===== config.mk =====
export PLATFORM = sky130hd
export DESIGN_NAME = afa_rem
export DESIGN_NICKNAME = d
export VERILOG_FILES = /design/src/sv/afa_pkg.sv /design/src/sv/afa_rem.sv
export SDC_FILE = /design/constraint.sdc
export NUM_CORES = 1
export LEC_CHECK = 0
export ABC_CLOCK_PERIOD_IN_PS = 2300
export BUFFER_PORTS_ARGS = -buffer_cell sky130_fd_sc_hd__buf_2
export CAP_MARGIN = 10
export CORE_UTILIZATION = 50
export CTS_BUF_LIST = sky130_fd_sc_hd__clkbuf_4 sky130_fd_sc_hd__clkbuf_8
export DETAILED_ROUTE_END_ITERATION = 12
export PLACE_DENSITY = 0.82
export SETUP_SLACK_MARGIN = 0.5
export SLEW_MARGIN = 15
export SYNTH_ARGS = -nofsm -noshare
export SYNTH_HDL_FRONTEND = slang
export SYNTH_SLANG_ARGS = --single-unit

===== constraint.sdc =====
create_clock -name clock -period 2.3 [get_ports clock]
set_input_delay 0.115 -clock clock [delete_from_list [all_inputs] [get_ports clock]]
set_output_delay 0.115 -clock clock [all_outputs]
set_load 0.02 [all_outputs]

===== src/sv/afa_pkg.sv =====
// Shared types, sizes and codes for the aligned first-fit allocator.
// Used by afa_rem and aligned_first_fit_allocator; depends on nothing.
package afa_pkg;

   localparam int ADDR_W     = 32;
   localparam int ALIGN_W    = 17;
   localparam int FREE_DEPTH = 64;
   localparam int USED_DEPTH = 64;
   localparam int FIDX_W     = $clog2(FREE_DEPTH);
   localparam int UIDX_W     = $clog2(USED_DEPTH);
   localparam int FCNT_W     = $clog2(FREE_DEPTH + 1);
   localparam int UCNT_W     = $clog2(USED_DEPTH + 1);
   localparam int SCAN_W     = (FCNT_W > UCNT_W) ? FCNT_W : UCNT_W;
   localparam int REM_CNT_W  = $clog2(ADDR_W + 1);

   localparam logic [ADDR_W-1:0] POOL_RESET = ADDR_W'(32'd16777216);

   typedef enum logic [1:0] {
      OP_ALLOC   = 2'd0,
      OP_FREE    = 2'd1,
      OP_REALLOC = 2'd2,
      OP_RSVD    = 2'd3
   } op_type;

   typedef enum logic [2:0] {
      STS_OK       = 3'd0,
      STS_NO_SPACE = 3'd1,
      STS_NOT_FND  = 3'd2,
      STS_FULL     = 3'd3,
      STS_BAD      = 3'd4
   } status_type;

   typedef enum logic [4:0] {
      S_INIT, S_IDLE,
      S_USCAN_RD, S_USCAN_CK,
      S_FSCAN_RD, S_FSCAN_CK, S_FDECIDE,
      S_UMV_RD, S_UMV_WR, S_FEDIT, S_GROW,
      S_ASCAN_RD, S_ASCAN_LD, S_ASCAN_DIV, S_ASCAN_CK,
      S_AEDIT, S_ANEXT,
      S_SU_RD, S_SU_WR, S_INSW, S_SD_RD, S_SD_WR,
      S_DONE
   } state_type;

   typedef struct packed {
      logic [ADDR_W-1:0] off;
      logic [ADDR_W-1:0] len;
   } entry_type;

   typedef struct packed {
      logic               start;
      logic [ADDR_W-1:0]  dividend;
      logic [ALIGN_W-1:0] divisor;
   } rem_req_type;

   typedef struct packed {
      logic               busy;
      logic [ALIGN_W-1:0] remainder;
   } rem_rsp_type;

endpackage


===== src/sv/afa_rem.sv =====
// Bit-serial restoring remainder unit: offset modulo alignment, one bit a cycle.
// Depends on afa_pkg.
module afa_rem (
   input  logic                 clock,
   input  logic                 reset,
   input  afa_pkg::rem_req_type req,
   output afa_pkg::rem_rsp_type rsp
);

   logic                            busy_ff, busy_in;
   logic [afa_pkg::REM_CNT_W-1:0]   cnt_ff, cnt_in;
   logic [afa_pkg::ADDR_W-1:0]      quo_ff, quo_in;
   logic [afa_pkg::ALIGN_W-1:0]     rem_ff, rem_in;
   logic [afa_pkg::ALIGN_W-1:0]     div_ff, div_in;
   logic [afa_pkg::ALIGN_W:0]       trial;

   // shift one dividend bit into the partial remainder
   assign trial = {rem_ff, quo_ff[afa_pkg::ADDR_W-1]};

   always_comb begin
      busy_in = busy_ff;
      cnt_in  = cnt_ff;
      quo_in  = quo_ff;
      rem_in  = rem_ff;
      div_in  = div_ff;
      if (req.start) begin
         busy_in = 1'b1;
         cnt_in  = afa_pkg::REM_CNT_W'(afa_pkg::ADDR_W);
         quo_in  = req.dividend;
         rem_in  = '0;
         div_in  = req.divisor;
      end else if (busy_ff) begin
         quo_in = quo_ff << 1;
         if (trial >= {1'b0, div_ff}) begin
            rem_in = afa_pkg::ALIGN_W'(trial - {1'b0, div_ff});
         end else begin
            rem_in = trial[afa_pkg::ALIGN_W-1:0];
         end
         cnt_in = cnt_ff - 1'b1;
         if (cnt_ff == afa_pkg::REM_CNT_W'(1)) begin
            busy_in = 1'b0;
         end
      end
   end

   always_ff @(posedge clock) begin
      if (reset) begin
         busy_ff <= 1'b0;
         cnt_ff  <= '0;
      end else begin
         busy_ff <= busy_in;
         cnt_ff  <= cnt_in;
      end
      quo_ff <= quo_in;
      rem_ff <= rem_in;
      div_ff <= div_in;
   end

   assign rsp.busy      = busy_ff;
   assign rsp.remainder = rem_ff;

endmodule


==> impl_metrics.tcl, run 1 <==
set metrics [dict create \
    synth_area_sq_um 3981 \
    synth-seq-area-share_pct 49.03 \
    wl_per_cell_um 16.01 \
    cts_buffers 9 \
    io_buffer_count 69 \
    place_area_sq_um 4693 \
    grt_pass1_vias 3141 \
    worstHoldPathType "input port to register" \
    syn_inst 355 \
    tritoncts "yes" \
    timing.rr.start "quo_ff[31]" \
    start_util_pct 51.52 \
    slew_headroom_pct 58.37 \
    cp_max_fo 6 \
    fin_ws_ns -0.2005 \
    p_leak_uw 0.002168 \
    dp_hpwl_um 6443 \
    fin_nets 548 \
    firstDrtPassIters 4 \
    htreeDepth 3 \
    crit_start "quo_ff[31]" \
    drtAntennaViolNets 0 \
    clk_pin_slew_ns 0.09 \
    root_buffer "clkbuf_8" \
    violations "setup timing" \
    whs_ns 0.01863 \
    post-synth-top-count-cell "edfxtp_1" \
    yosys_warnings 0 \
    vias 3221 \
    holdPathEnd "busy_ff" \
    synthTopCellsByArea "edfxtp_1 (37%), dfxtp_1 (12%), mux2_2 (9.1%), ha_1 (6.0%), a21oi_1 (2.6%)" \
    crit_path_end_kind "register" \
    startpoint_type "register" \
    viasPerCell 5.525 \
    track_usage_pct 22.88 \
    slew_violations 0 \
    core_area_sq_um 7727 \
    area_growth_pct 31.14 \
    n_antenna_cell 0 \
    final_cells 583 \
    clockBufferDepth 2 \
    cap_violations 0 \
    drive_gt1_share_pct 41.58 \
    regToRegSetupSlack_ns -0.20 \
    syn-mean-instance-area_sq_um 11.21 \
    dpl.cell_count 544 \
    worst_pin_slew_ns 0.6087 \
    die_x_um 91.24 \
    cp.required_ns 2.56 \
    hold_violations 0 \
    dpl_worst_slack_ns -0.2407 \
    grt_overflow 0 \
    cp.arrival_ns 2.76 \
    yosysTopAreaCellShare_pct 36.96 \
    powerDensity_nw_per_um2 689.6 \
    grt_max_degree 46 \
    peakVddDrop_mv 0.3885 \
    clock-sinks 73 \
    grt_pass1_wl_um 14690 \
    finalInstanceArea_sq_um 5221 \
    ys_ff_latch 73 \
    drt_iter0_drc 148 \
    fin_util_pct 67.57 \
    syn_nets 427 \
    reg2reg_depth 11 \
    yosys.area.top_type "edfxtp_1" \
    fp-row-count 32 \
    grt_setup_unrepaired "true" \
    dieArea_sq_um 8324 \
    synth_edf_count 49 \
    finalCriticalPeriod_ns 2.501 \
    drcViolationCount 0 \
    period_share_pct 108.7 \
    setup_violations 17 \
    synth_cell_types 57 \
    hp-start "reset" \
    rr_endpoint "rem_ff[11]" \
    gp_congestion 0.9174 \
    skew_ns 0.01124 \
    critPathKind "register to register" \
    clock_latency_ns 0.36 \
    hold_depth 2 \
    routed_wl_um 9333 \
    fmax_mhz 399.9 \
    io_pins 70 \
    synthArstFlopShare_pct 0 \
    antenna_found_initial 0 \
    netlist_top_cells_count "edfxtp_1 (49), mux2_2 (32), inv_1 (25)" \
    dieHeight_um 91.24 \
    status "finished with violations" \
    synth_flop_cell "edfxtp_1" \
]
==> flip-flops by register name (all words and copies together), names as in the netlist <==
name     count
busy_ff      1
div_ff      17
cnt_ff       6
quo_ff      32
rem_ff      17
==> worst max-delay path, cell delays in order, from the launching register on <==
cell	delay, ns
edfxtp_1	0.39
inv_2	0.09
ha_4	0.13
inv_2	0.03
fa_2	0.34
a21o_4	0.22
a221oi_4	0.32
or4_4	0.21
and3_4	0.19
buf_6	0.12
nand2_1	0.07
a311oi_2	0.27
==> power by group <==
part	switching, uW	leakage [uW]	internal, uW
logic	558	0.00139	528
clock network	508	0.0000881	407
registers	60.4	0.000687	1540
total	1130	0.00217	2470
==> through the flow <==
step | setup TNS, ns | power [uW]
2_1_floorplan | -0.3904 | 2279
3_3_place_gp | -1.647 | 2549
3_5_place_dp | -3.043 | 2575
4_1_cts | -1.482 | 3560
5_1_grt | -4.514 | 3759
6_report | -2.547 | 3601
==> cells by family after synthesis <==
family / share of synthesized area, %
AOI/OAI and AO/OA: 13.51
xor gates and xnor gates: 3.520
adders and majority gates: 6.474
buffers and inverters: 5.562
DFF: 49.03
muxes: 11.19
and+or+nand+nor: 10.72
==> final cells by class <==
type	count	area, sq um
fill	576	2506
multi-input combinational	238	2003
sequential	73	1953
timing repair buffer	129	869.6
clock buffer	10	131.4
tap	102	127.6
inverter	25	93.84
clock inverter	6	42.54
==> placed cells by master, fill, tap and decap left out, types with 4 or more instances in the layout <==
| cell type | n |
|---|---|
| a211oi_1 | 6 |
| a211oi_2 | 4 |
| a21oi_1 | 20 |
| buf_2 | 69 |
| buf_4 | 38 |
| clkbuf_8 | 9 |
| dfxtp_1 | 23 |
| dlygate4sd3_1 | 17 |
| edfxtp_1 | 49 |
| ha_1 | 15 |
| ha_4 | 4 |
| inv_1 | 23 |
| mux2_2 | 32 |
| mux2i_1 | 6 |
| nand2_1 | 19 |
| nand4_1 | 6 |
| nor2_1 | 23 |
| nor3_1 | 7 |
| o21ai_0 | 10 |
| xnor2_1 | 11 |
| xor2_1 | 5 |
==> worst max-delay path by stage <==
stage          cells past startpoint         end  slack (ns)
6_report                          11  rem_ff[11]       -0.20
5_1_grt                           11  rem_ff[11]       -0.31
4_1_cts                           11  rem_ff[11]       -0.15
3_5_place_dp                      11  rem_ff[11]       -0.24
3_3_place_gp                      10  rem_ff[16]       -0.12
2_1_floorplan                     11   rem_ff[0]       -0.13
==> routing by layer <==
layer | part of all wire [%] | track usage [%] | wire, um | up-vias
li1 | - | - | - | 1561
met1 | 43 | 28.48 | 3968 | 1546
met2 | 50 | 38.83 | 4653 | 94
met3 | 5.6 | 4.858 | 518 | 20
met4 | 2.1 | 8.995 | 193 | 0
met5 | 0 | 0 | 0 | -
==> repair_timing <==
action | 4_1_cts | 5_1_grt
endpoints found under the setup margin | 17 | 17
endpoints found under the hold margin | 17 | 0
buffers inserted | 3 | 3
pin swaps | 7 | 7
gates resized for setup | 16 | 14
hold buffers | 17 | 0
No activity file was read; power rests on OpenSTA's default activity.
==> run 2: changes to the inputs <==
--- a/config.mk
+++ b/config.mk
@@ -8,10 +8,10 @@
 export ABC_CLOCK_PERIOD_IN_PS = 2300
 export BUFFER_PORTS_ARGS = -buffer_cell sky130_fd_sc_hd__buf_2
 export CAP_MARGIN = 10
-export CORE_UTILIZATION = 50
+export CORE_UTILIZATION = 52
 export CTS_BUF_LIST = sky130_fd_sc_hd__clkbuf_4 sky130_fd_sc_hd__clkbuf_8
 export DETAILED_ROUTE_END_ITERATION = 12
-export PLACE_DENSITY = 0.82
+export PLACE_DENSITY_LB_ADDON = 0.15
 export SETUP_SLACK_MARGIN = 0.5
 export SLEW_MARGIN = 15
 export SYNTH_ARGS = -nofsm -noshare
==> impl_metrics.tcl, run 2 (synthesis gave the netlist of run 1 again) <==
set metrics [dict create \
    multi_input_area_sq_um 1986 \
    layout_common_cells "buf_2 (69), edfxtp_1 (49), buf_4 (46), mux2_2 (32)" \
    hold_violations 0 \
    antenna_found_initial 0 \
    status "finished with violations" \
    io_buffer_count 69 \
    clk_pin_slew_ns 0.08 \
    viasPerCell 5.361 \
    clock_latency_ns 0.36 \
    routed_wl_um 8934 \
    clock-sinks 73 \
    dpl_worst_slack_ns -0.2071 \
    slew_headroom_pct 65.90 \
    die_x_um 89.50 \
    root_buffer "clkbuf_8" \
    cap_violations 0 \
    rr_endpoint "rem_ff[16]" \
    holdPathEnd "cnt_ff[5]" \
    cp_slowest_stage_delay_ns 0.46 \
    peakVddDrop_mv 0.4559 \
    dp_hpwl_um 6283 \
    p_leak_uw 0.002229 \
    violations "setup timing" \
    grt_overflow 0 \
    cp_max_fo 3 \
    core_area_sq_um 7331 \
    ff_latch_area_sq_um 1953 \
    grt_pass1_wl_um 13770 \
    tritoncts "yes" \
    clockBufferDepth 2 \
    drt_iter0_drc 152 \
    worstPathCellList "inv_2 > ha_4 > inv_2 > fa_2 > a21o_4 > a221oi_4 > buf_6 > o31ai_4 > or4_1 > nand4_1 > a311oi_1" \
    drcViolationCount 0 \
    firstDrtPassIters 5 \
    gp_congestion 0.8700 \
    cpMaxStageDelayCell "or4_1" \
    drtAntennaViolNets 0 \
    htreeDepth 3 \
    top_register "quo_ff" \
    powerDensity_nw_per_um2 704.4 \
    start_util_pct 54.31 \
    fill_cells 531 \
    layout_commonest_cell "buf_2" \
    vias 3163 \
    fin_nets 558 \
    cts_buffers 9 \
    dieArea_sq_um 8010 \
    track_usage_pct 23.33 \
    critPathKind "register to register" \
    n_antenna_cell 0 \
    grt_pass1_vias 2935 \
    worst_pin_slew_ns 0.5045 \
    regToRegSetupSlack_ns -0.20 \
    cp_num_buf_inv 3 \
    fp-row-count 31 \
    io_pins 70 \
    largest_register_ffs 32 \
    startpoint_type "register" \
    setup_violations 17 \
    worstHoldPathType "input port to register" \
    finalCriticalPeriod_ns 2.500 \
    cp.required_ns 2.53 \
    cp.arrival_ns 2.73 \
    finalSetupTns_ns -1.764 \
    skew_ns 0.009688 \
    cp_num_cells 11 \
    crit_path_end_kind "register" \
    crit_family "compound AO/OA/AOI/OAI gates" \
    power_uw 3738 \
    grt_setup_unrepaired "true" \
    drive_gt1_share_pct 42.36 \
    grt_max_degree 33 \
    fmax_mhz 399.9 \
    critPathMostFrequentCell "inv_2" \
    hold_depth 2 \
    dieHeight_um 89.50 \
    wl_per_cell_um 15.14 \
    fin_ws_ns -0.2004 \
    top_regs "quo_ff (32), div_ff (17), rem_ff (17)" \
    timing.rr.start "quo_ff[31]" \
    slew_violations 0 \
    reg2reg_depth 11 \
    period_share_pct 108.7 \
    hp-start "reset" \
    area_growth_pct 33.31 \
]
-- run 2: per-stage QoR --
stage / cell area [sq um] / utilization, % / hold slack, ns / instances
floorplan: 4059 / - / 0.1874 / 355
global placement: 4742 / 64.69 / 0.2911 / 548
detailed placement: 4742 / 64.69 / 0.2931 / 548
CTS: 5214 / 71.12 / 0.005360 / 587
global route: 5308 / 72.40 / 0.01583 / 590
finish: 5308 / 72.40 / 0.01569 / 590
-- run 2: area by class of cell --
| type | instances | share of cell area [%] |
|---|---|---|
| multi-input cells | 238 | 37.41 |
| flip-flops and latches | 73 | 36.80 |
| repair buffers | 139 | 17.87 |
| clock buffers | 9 | 2.334 |
| well taps | 99 | 2.334 |
| inverters | 25 | 1.768 |
| clock inverters | 7 | 1.485 |
-- run 2: what timing repair did --
action	in CTS	in global routing
setup endpoints to repair	17	17
gates resized for setup	14	16
gates cloned	2	0
buffers inserted	4	3
hold buffers	17	0
hold endpoints to repair	17	0
pin swaps	7	11
-- run 2: power by group --
part | internal [uW] | leakage [uW] | switching, uW
clock | 510 | 0.000104 | 536
sequential | 1540 | 0.000687 | 57.5
combinational | 545 | 0.00144 | 552
total | 2590 | 0.00223 | 1150
-- run 2: layer usage --
layer	part of all wire (%)	routed length (um)	GRT usage, %
met1	46	4114	32.37
met5	0	0	0
met4	1.4	127	7.504
met3	4.9	440	5.263
met2	48	4251	36.36
-- run 2: worst max path at each step --
stage / from / to / slack (ns)
finish: quo_ff[31] / rem_ff[16] / -0.20
floorplan: quo_ff[31] / rem_ff[0] / -0.13
global route: quo_ff[31] / rem_ff[16] / -0.28
detailed placement: quo_ff[31] / rem_ff[4] / -0.21
CTS: quo_ff[31] / rem_ff[16] / -0.13
global placement: quo_ff[31] / rem_ff[16] / -0.13
